$ cat src/sv/wvm_pkg.sv
package wvm_pkg;

	// command codes carried in s_tuser
	typedef enum logic [1:0] {
		CMD_TICK  = 2'd0,
		CMD_SET   = 2'd1,
		CMD_TABLE = 2'd2
	} cmd_t;

	// controller states
	typedef enum logic [3:0] {
		ST_IDLE,
		ST_SET_RED,
		ST_SET_WR,
		ST_TBL_WR,
		ST_V_PH,
		ST_V_TB,
		ST_V_MUL,
		ST_V_ACC,
		ST_DONE
	} ctl_state_t;

	// controller to datapath
	typedef struct packed {
		logic load;      // latch the input word
		logic red_step;  // one restoring step of the increment reduction
		logic vsel_item; // voice RAM read address from the latched voice slot
		logic set_wr;    // write the voice record of a set-voice word
		logic tbl_wr;    // write one wavetable word
		logic vcnt_clr;  // restart voice walk, clear the mix sum
		logic phase_en;  // advance phase of the current voice
		logic mul_en;    // select sample and scale by level
		logic acc_en;    // accumulate, write back, go to next voice
		logic out_load;  // place the finished DAC code in the output register
	} ctl_cmd_t;

	// datapath to controller
	typedef struct packed {
		logic red_last;
		logic vcnt_last;
		logic out_free;
	} dp_stat_t;

	localparam int VOL_SHIFT = 4;
	localparam int MIX_SHIFT = 10;
	localparam int DAC_MID   = 2048;
	localparam int DAC_MAX   = 4095;
	localparam int DAC_W     = 12;
	localparam int STEP_W    = 26;

endpackage

$ cat src/sv/wvm_ctrl.sv
module wvm_ctrl
	import wvm_pkg::*;
(
	input  logic       clk,
	input  logic       arst_n,
	input  logic       in_valid,
	input  logic [1:0] in_cmd,
	output logic       in_ready,
	input  dp_stat_t   stat,
	output ctl_cmd_t   cmd
);

	ctl_state_t state_q, state_d;

	// state register
	always_ff @(posedge clk or negedge arst_n) begin
		if (!arst_n) begin
			state_q <= ST_IDLE;
		end else begin
			state_q <= state_d;
		end
	end

	// next state and commands
	always_comb begin
		state_d  = state_q;
		cmd      = '0;
		in_ready = 1'b0;
		case (state_q)
			ST_IDLE: begin
				in_ready = 1'b1;
				if (in_valid) begin
					cmd.load = 1'b1;
					case (cmd_t'(in_cmd))
						CMD_TICK: begin
							cmd.vcnt_clr = 1'b1;
							state_d      = ST_V_PH;
						end
						CMD_SET:   state_d = ST_SET_RED;
						CMD_TABLE: state_d = ST_TBL_WR;
						default:   state_d = ST_IDLE;
					endcase
				end
			end
			ST_SET_RED: begin
				cmd.vsel_item = 1'b1;
				cmd.red_step  = 1'b1;
				if (stat.red_last) begin
					state_d = ST_SET_WR;
				end
			end
			ST_SET_WR: begin
				cmd.vsel_item = 1'b1;
				cmd.set_wr    = 1'b1;
				state_d       = ST_IDLE;
			end
			ST_TBL_WR: begin
				cmd.tbl_wr = 1'b1;
				state_d    = ST_IDLE;
			end
			ST_V_PH: begin
				cmd.phase_en = 1'b1;
				state_d      = ST_V_TB;
			end
			ST_V_TB: begin
				state_d = ST_V_MUL;
			end
			ST_V_MUL: begin
				cmd.mul_en = 1'b1;
				state_d    = ST_V_ACC;
			end
			ST_V_ACC: begin
				cmd.acc_en = 1'b1;
				state_d    = stat.vcnt_last ? ST_DONE : ST_V_PH;
			end
			ST_DONE: begin
				if (stat.out_free) begin
					cmd.out_load = 1'b1;
					state_d      = ST_IDLE;
				end
			end
			default: begin
				state_d = ST_IDLE;
			end
		endcase
	end

endmodule

$ cat config.mk
export PLATFORM = sky130hd
export DESIGN_NAME = wvm_ctrl
export DESIGN_NICKNAME = d
export VERILOG_FILES = /design/src/sv/wvm_pkg.sv /design/src/sv/wvm_ctrl.sv
export SDC_FILE = /design/constraint.sdc
export NUM_CORES = 1
export LEC_CHECK = 0
export ABC_AREA = 1
export BUFFER_PORTS_ARGS = -buffer_cell sky130_fd_sc_hd__buf_2
export CAP_MARGIN = 40
export CORE_AREA = 3 3 40 42
export CTS_BUF_LIST = sky130_fd_sc_hd__clkbuf_4
export CTS_CLUSTER_SIZE = 20
export DETAILED_ROUTE_END_ITERATION = 10
export DIE_AREA = 0 0 43 45
export PLACE_DENSITY = 0.55
export SYNTH_ARGS = -nofsm -noshare
export SYNTH_HDL_FRONTEND = slang
export SYNTH_SLANG_ARGS = --single-unit
export TNS_END_PERCENT = 10
$ cat constraint.sdc
create_clock -name clk -period 3 [get_ports clk]
set_clock_uncertainty 0.15 [all_clocks]
set_input_delay 0.3 -clock clk [delete_from_list [all_inputs] [get_ports clk]]
set_output_delay 0.3 -clock clk [all_outputs]
set_load 0.02 [all_outputs]
==> impl_results.md, run 1 <==
* Total setup buffers inserted after CTS at 0
* Critical-path top delay cell: dfrtp_1
* Critical R2R Capture: state_q[1]
* Slew @ Worst Pin at 0.293 ns
* Power Dens Cells at around 900 nW/µm²
* Bufs and invs on worst path at 1
* Chip width at 43 µm
* Top Family by Delay on Critical Path: flip-flops
* Crit path kind: reg -> out
* Skew-Pair Late Insertion Delay at approximately 0.23 ns
* Final hold violations at 0
* Number of synthesized flops with an enable pin at 0
* CP max FO at 7
* Avg Cell Area, Syn at 6.47 µm²
* Die area at 1940 µm²
* Critical path, cell by cell: nor2_4 > nand2_2 > nor2_1 > buf_2
* Starting Density at between 20% and 30%
* Largest registers: state_q: 4 flops
* GRT Total Usage at 10.3%
* Synth cell count leaders: inv_1, nand2_1, nor2_1, nor3_1, dfrtp_1
* MaxCap Viol Count at 0
* WP data required at 2.55 ns
* Hold WC Path Type: in -> reg
* Relative slew slack at 80.5%
* Syn_nets at between 60 and 70
* Setup violators final at 0
* Clock-pin slew on the worst setup and hold paths at 0.04 ns
* Hpwl dp at 724 µm
* Status: completed
* Worst Reg2Reg Path Length in Cells at 5
* Netlist cell types at 17
* Fin nets at approximately 90
* Seq cells post-synth at 4
* Total wire length at 884 µm
* Routed len/inst at between 9 and 10 µm
* Vias at 421
* Worst Path Arrival at 1.33 ns
* F_max at 563 MHz
* Clock sink count at 4
* Ys async rst share at 100%
* Reg2reg start: state_q[1]
* Initial antenna violation count at 0
* RSZ-0062 raised after global routing: false
* CTS tree: done
* Number of DRC markers in iteration 0 at 6
* Largest register FFs at 4
* IO Port Bufs at 18
* Synthesized area at about 380 µm²
* Max-slew violations at 0
* CTS root buf: clkbuf_4
* TritonRoute pass-1 iters at 4
* Row count at 13
* Max VDD drop at 0.496 mV
* Hold EP: state_q[3]
* CP max stage delay at roughly 0.47 ns
* Reg2reg setup slack at 1.69 ns
* Die height at 45 µm
* Antenna Violating Nets Remaining at 0
* Vias per cell at 4.43
* Hold slack at between 0.1 and 0.15 ns
* First-pass GRT wire length at roughly 1500 µm
* CP endpoint kind: output port
* Ys flop type: dfrtp_1
* CTS max path bufs at 2
* Largest Register: state_q
* GR Overflow Total at 0
* Setup TNS at 0 ns
* Min Tclk post-route at around 1.8 ns
* Launch point of the worst hold path: stat[1]
* Total CTS buffers at 3
* Share of layout cells above drive strength 1 at 38.8%
* ANT cells at 0
* Top cells by area, synth: dfrtp_1, inv_1, nand2_1, nor2_1, ha_1
* Core ar. at about 1300 µm²
* IO Count at 19
* Leak pwr at 0.323 nW
* RePlAce Congestion at roughly 0.76
* Drt drc at 0
* WHS Path Cells at 3
* CTS H-tree lvls at 1
* Seq/Total Area, Yosys at a little over a quarter
* Synth top area share at 26.7%
* Yosys top cell by area: dfrtp_1
* Pin count of the biggest net entering global routing at 8
* Vias in the first global route at about 400
* Fin crit share at 59.3%
* Area delta synth->final at 37.7%
* Mapped Cells at 58
* Ys Warns at 0
* Startpoint types: register
## tightest hold or removal path, stage by stage
cell     delay (ns)
buf_2          0.09
nand2_1        0.06
nand2_1        0.05
## through the flow
step / util [%] / area [µm²] / worst slack (ns) / power [mW] / instances
floorplan: - / 375 / 1.41 / 0.318 / 58
global placement: 37.7 / 484 / 1.48 / 0.400 / 91
detailed placement: 37.7 / 484 / 1.48 / 0.398 / 91
CTS: 40.2 / 517 / 1.22 / 0.467 / 95
global route: 40.2 / 517 / 1.14 / 0.504 / 95
finish: 40.2 / 517 / 1.22 / 0.463 / 95
## layout by cell type (no fill, tap or decap), drive strengths merged
cell and count:
a21oi 1, buf 18, clkbuf 3, clkinv 1, dfrtp 4, dlygate4sd3 1, ha 2, inv 13
nand2 13, nand3 5, nor2 11, nor3 5, o21ai 1, o22ai 2
## where the power goes
part / switching [mW] / leakage (nW) / internal (mW)
clock network: 0.0209 / 0.0138 / 0.0447
logic: 0.189 / 0.257 / 0.102
registers: 0.0347 / 0.0525 / 0.0718
## metal layers
layer  vias to the layer above  track usage (%)  part of all wire, %
li1                        226                -                    -
met1                       178             11.4                   44
met2                        17             17.1                   48
met3                         0             2.79                  8.3
met4                         0             7.23                    0
met5                         -                0                    0
## worst max path at each step
stage                     depth (start not counted)       start     end  slack [ns]
final                                             4  state_q[1]  cmd[9]        1.22
after global routing                              4  state_q[3]  cmd[8]        1.14
after CTS                                         4  state_q[1]  cmd[9]        1.22
after detailed placement                          4  state_q[1]  cmd[9]        1.48
after global placement                            4  state_q[1]  cmd[9]        1.48
after floorplan                                   3  state_q[3]  cmd[6]        1.41
## repair_timing
item,CTS,global route
hold buffers,1,0
gates resized for setup,0,0
endpoints found under the hold margin,4,0
## cells by family after synthesis
logic type | Yosys count | synth area share, %
buf+inv | 14 | 14.0
flops | 4 | 26.7
fa+ha+maj | 2 | 6.67
simple gates | 34 | 44.0
compound gates | 4 | 8.67
## final cells by class
| type | instances | area [µm²] |
|---|---|---|
| fill | 142 | 768 |
| multi-input combinational | 40 | 223 |
| sequential | 4 | 100 |
| timing repair buffer | 19 | 100 |
| inverter | 14 | 52.6 |
| clock buffer | 3 | 22.5 |
| tap | 15 | 18.8 |
(Power assumes the default switching activity.)
==> run 2: changes to the inputs <==
clock period = 1.7 ns   (was 3 ns; I/O delays follow)
==> run 2 against run 1 <==
  * Cell count unchanged
  * First-iteration DRC count grew 33%
  * Clock-buffer cell count is the same
  * Sequential share of layout area hardly changed
  * Global-route usage is the same
  * Critical path depth stayed put
  * Design area rose by 1.2%
  * Power is 78% higher
  * Hold slack worse by 0.13 ns
  * Register-to-register slack lost 1.3 ns
  * Highest routed layer unchanged
==> impl_results.md, run 2 (synthesis gave the netlist of run 1 again) <==
* Number of DRC markers in iteration 0 at 8
* Most frequent cells in the layout: buf_2, inv_1, nand2_1
* Core ar. at 1280 µm²
* Total CTS buffers at 3
* Hold WC Path Type: in -> reg
* IO Count at 19
* Vias at roughly 420
* GR Overflow Total at 0
* Setup violators final at 0
* CTS tree: done
* Power Dens Cells at about 1600 nW/µm²
* Row count at 13
* Critical R2R Capture: state_q[0]
* Antenna Violating Nets Remaining at 0
* Initial antenna violation count at 0
* CTS H-tree lvls at 1
* Final hold violations at 0
* Min Tclk post-route at 1.62 ns
* TritonRoute pass-1 iters at 4
* Largest Register: state_q
* Seq pwr share at 23.3%
* Critical-path top delay cell: dfrtp_1
* Area delta synth->final at 39.3%
* Startpoint types: register
* RSZ-0062 raised after global routing: true
* Final core utilization at about two fifths
* Largest register FFs at 4
* Most common cell after layout, fill and taps aside: buf_2
* Dpl cells at between 90 and 100
* ANT cells at 0
* Routed len/inst at 9.31 µm
* Gate power share at 62.7%
* Starting Density at 29.2%
* Leak pwr at around 0.32 nW
* MaxCap Viol Count at 0
* Sw power at 0.435 mW
* Clock-pin slew on the worst setup and hold paths at 0.04 ns
* Fin nets at 92
* Total wire length at 884 µm
* Register area at slightly above 100 µm²
* Crit path kind: reg -> out
* CP max stage delay at roughly 0.47 ns
* WP data required at 1.38 ns
* RePlAce Congestion at 0.763
* Critical path endpoint: cmd[9]
* Max-slew violations at 0
* Drt drc at 0
* Hpwl dp at 724 µm
* Sw frac at 52.7%
* Finished Layout Cells at 95
* CTS root buf: clkbuf_4
* F_max at 619 MHz
* Share of total power in the clock network at 14.0%
* Worst Path Arrival at 1.30 ns
* Hold slack at ~0.018 ns
* Reg2reg setup slack at between 0.4 and 0.5 ns
* Largest registers: state_q: 4 flops
* CP max FO at 7
* Slew @ Worst Pin at between 0.2 and 0.3 ns
* Share of layout cells above drive strength 1 at between 40% and 50%
* Reg2reg start: state_q[1]
* Die area at 1940 µm²
* Skew-Pair Late Insertion Delay at 0.23 ns
* Worst Reg2Reg Path Length in Cells at 5
* Clock sink count at 4
* CP endpoint kind: output port
* Relative slew slack at 81.1%
* Pin count of the biggest net entering global routing at 8
* Die height at ~45 µm
* Fin crit share at a little over nine tenths
* First-pass GRT wire length at 1470 µm
* CP startpoint: state_q[1]
* P_int at 0.390 mW
* Vias per cell at 4.40
* Fillers at 142
* Area of the multi-input gates at ~230 µm²
* GRT Total Usage at roughly 10%
* Chip width at 43 µm
* Max VDD drop at 0.882 mV
* Total setup buffers inserted after CTS at 0
* Critical path, cell by cell: nor2_4 > nand2_2 > nor2_1 > buf_2
* Vias in the first global route at 397
* IO Port Bufs at 18
* CTS max path bufs at 2
* Status: completed
## run 2: stage by stage
stage               power [mW]  setup slack (ns)  TNS [ns]  cell area (µm²)
floorplan                0.562             0.245         0              375
global placement         0.705             0.309         0              484
detailed placement       0.701             0.311         0              484
CTS                      0.824            0.0545         0              517
global route             0.897          -0.00212  -0.00212              523
finish                   0.825            0.0839         0              523
## run 2: power groups by stage
stage / Combinational (mW) / Sequential, mW / Clock, mW
after floorplan: 0.386 / 0.176 / 0
after global placement: 0.517 / 0.189 / 0
after detailed placement: 0.514 / 0.188 / 0
after CTS: 0.520 / 0.187 / 0.118
after global routing: 0.577 / 0.197 / 0.123
final: 0.517 / 0.192 / 0.116
## run 2: cell type report
| class | instances | area share [%] |
|---|---|---|
| clock buffers | 3 | 4.31 |
| inverters | 14 | 10.0 |
| multi-input cells | 40 | 43.5 |
| flip-flops and latches | 4 | 19.4 |
| well taps | 15 | 3.59 |
| repair buffers | 19 | 19.1 |
## run 2: worst min path at each step
stage	startpoint	endpoint	slack, ns	depth (start not counted)
final	stat[1]	state_q[3]	0.02	3
after global routing	stat[1]	state_q[3]	0.03	3
after CTS	stat[1]	state_q[3]	0.02	3
after detailed placement	arst_n	state_q[1]	-0.17	1
after global placement	arst_n	state_q[1]	-0.17	1
after floorplan	arst_n	state_q[0]	-0.28	0
## run 2: layer usage
layer | global-route usage (%) | vias up | wire [µm]
met1 | 11.4 | 175 | 382
met5 | 0 | - | 0
li1 | - | 226 | -
met2 | 17.1 | 17 | 428
met3 | 2.79 | 0 | 73
met4 | 7.23 | 0 | 0
## run 2: worst max-delay path: cells and delay by family, from the launching register on
family                 cells  cell delay (ns)
buffers and inverters      1             0.17
DFF                        1             0.47
and+or+nand+nor            3             0.42
## run 2: repair_timing
| item | in CTS | in global routing |
|---|---|---|
| hold buffers | 1 | 0 |
| endpoints found under the hold margin | 4 | 0 |
| endpoints found under the setup margin | 0 | 5 |
| resized for setup | 0 | 2 |
==> run 3: changes to the inputs <==
ABC_AREA = default   (was 1)
CTS_BUF_LIST = sky130_fd_sc_hd__clkbuf_2 sky130_fd_sc_hd__clkbuf_4 sky130_fd_sc_hd__clkbuf_8   (was sky130_fd_sc_hd__clkbuf_4)
PLACE_DENSITY = 0.56   (was 0.55)
==> run 3 against run 2 <==
  * The run now ends with setup timing left
  * Flip-flop and latch count is the same
  * Register-to-register slack lost 0.15 ns
  * Sequential share of layout area shrank 1.3 points
  * Synthesized cell count shrank 17%
  * Via count shrank 1.2%
  * Design area grew 9.8%
  * Cell count shrank 12%
  * First-iteration DRC count shrank 63%
  * Critical path depth shrank 1
  * Global-route usage grew 1.1 points
==> impl_results.md, run 3 <==
* Setup TNS at -0.00154 ns
* Seq cells post-synth at 4
* Power Dens Cells at 1670 nW/µm²
* Largest Register: state_q
* CTS max path bufs at 2
* Max VDD drop at approximately 0.56 mV
* GRT Total Usage at between 10% and 20%
* Most frequent cells in the layout: buf_2, nor3_1, nand2_1, buf_4
* Hold slack at around 0.0073 ns
* Vias per cell at 4.92
* Seq/Total Area, Yosys at 25.5%
* Min Tclk post-route at 1.70 ns
* RSZ-0062 raised after global routing: true
* Largest register FFs at 4
* Largest registers: state_q: 4 flops
* Clock sink count at 4
* Startpoint types: register
* Crit path kind: reg -> out
* Dpl cell area at roughly 500 µm²
* Starting Density at 30.6%
* CTS H-tree lvls at 1
* Relative slew slack at between 70% and 80%
* Die area at 1940 µm²
* Ys flop type: dfrtp_1
* Fin crit share at 100%
* IO Port Bufs at 18
* Total wire length at 1000 µm
* Ys Warns at 0
* Synth cell count leaders: dfrtp_1, nand2_1, nor3_1, inv_1, nand2b_1
* Core ar. at 1280 µm²
* Vias at roughly 410
* Routed len/inst at 12.0 µm
* CTS tree: done
* Row count at 13
* Clock-pin slew on the worst setup and hold paths at roughly 0.040 ns
* Syn_nets at 58
* Place WS at approximately 0.19 ns
* Worst Path Arrival at between 1 and 1.5 ns
* Vias in the first global route at 370
* Total setup buffers inserted after CTS at 0
* Hold WC Path Type: in -> reg
* Avg Cell Area, Syn at 8.18 µm²
* Number of DRC markers in iteration 0 at 3
* Top cells by area, synth: dfrtp_1, ha_1, buf_6, nor3_1, nand2b_1
* Synthesized area at 393 µm²
* Netlist cell types at 25
* TritonRoute pass-1 iters at 3
* WP data required at 1.38 ns
* Status: complete, but fails checks
* Chip width at 43 µm
* Layout Cell Area excl Fill at approximately 570 µm²
* CTS root buf: clkbuf_4
* Leak pwr at 0.278 nW
* Mapped Cells at 48
* Hpwl dp at 746 µm
* IO Count at 19
* Failing checks: setup timing
* F_max at 588 MHz
* Initial antenna violation count at 0
* CP endpoint kind: output port
* Antenna Violating Nets Remaining at 0
* Most common cell after layout, fill and taps aside: buf_2
* Fillers at 131
* Total CTS buffers at 3
* Synth top area share at about a quarter
* Setup violators final at 1
* Ys async rst share at 100%
* Register area at roughly 100 µm²
* MaxCap Viol Count at 0
* Final hold violations at 0
* Skew-Pair Late Insertion Delay at 0.24 ns
* Yosys top cell by area: dfrtp_1
* Share of layout cells above drive strength 1 at 49.3%
* First-pass GRT wire length at 1590 µm
* CP max FO at 10
* GR Overflow Total at 0
* ANT cells at 0
* Pin count of the biggest net entering global routing at 12
* RePlAce Congestion at ~0.8
* Fin nets at 81
* Max-slew violations at 0
* Drt drc at 0
* PnR worst setup slack at -0.00154 ns
* Die height at 45 µm
* Slew @ Worst Pin at 0.327 ns
* Pwr Total at between 0.9 and 1 mW
* Area delta synth->final at 46.2%
* Area of the multi-input gates at 277 µm²
* Number of synthesized flops with an enable pin at 0
[run 3: area by class of cell]
type	instances	share of cell area [%]
clock buffers	3	3.92
inverters	4	2.61
multi-input cells	36	48.1
flip-flops and latches	4	18.1
well taps	15	3.27
repair buffers	22	24.0
[run 3: where the power goes]
part	internal [mW]	switching, mW	leakage [nW]
combinational	0.274	0.334	0.215
sequential	0.135	0.0925	0.0485
clock	0.0792	0.0418	0.0138
[run 3: stage by stage]
| stage | instances | utilization (%) |
|---|---|---|
| finish | 84 | 44.7 |
| global route | 84 | 44.7 |
| CTS | 84 | 42.4 |
| detailed placement | 80 | 38.9 |
| global placement | 80 | 38.9 |
| floorplan | 48 | - |
[run 3: logic make-up after synthesis]
group           synth area share (%)
simple gates                    36.9
compound gates                  16.2
buf+inv                         12.1
flops                           25.5
fa+ha+maj                       6.37
mux                             2.87
[run 3: layer usage]
layer	global-route usage (%)	vias to the layer above	wire length, µm
met3	2.79	2	62
met4	9.04	0	21
met5	0	-	0
met1	14.3	184	460
met2	16.5	14	460
li1	-	213	-
[run 3: what timing repair did]
action,4_1_cts,5_1_grt
pin swaps,0,0
endpoints found under the setup margin,5,6
resized for setup,5,7
hold buffers,1,0
hold endpoints to repair,4,0
[run 3: worst max-delay path: stages (launching register included)]
cell and delay, ns:
dfrtp_2 0.47, nor4_4 0.33, and3_1 0.21, buf_6 0.12
[run 3: path summary, 6_finish.rpt]
| kind | from | to | slack (ns) | cells after the start |
|---|---|---|---|---|
| max in group asynchronous | arst_n | state_q[2] | 1.16 | 2 |
| min reg2reg | state_q[0] | state_q[3] | 0.48 | 2 |
| max | state_q[3] | cmd[4] | -0.002 | 3 |
| min in group asynchronous | arst_n | state_q[0] | 0.11 | 2 |
| max reg2reg | state_q[3] | state_q[0] | 0.28 | 3 |
| min | stat[1] | state_q[3] | 0.007 | 2 |
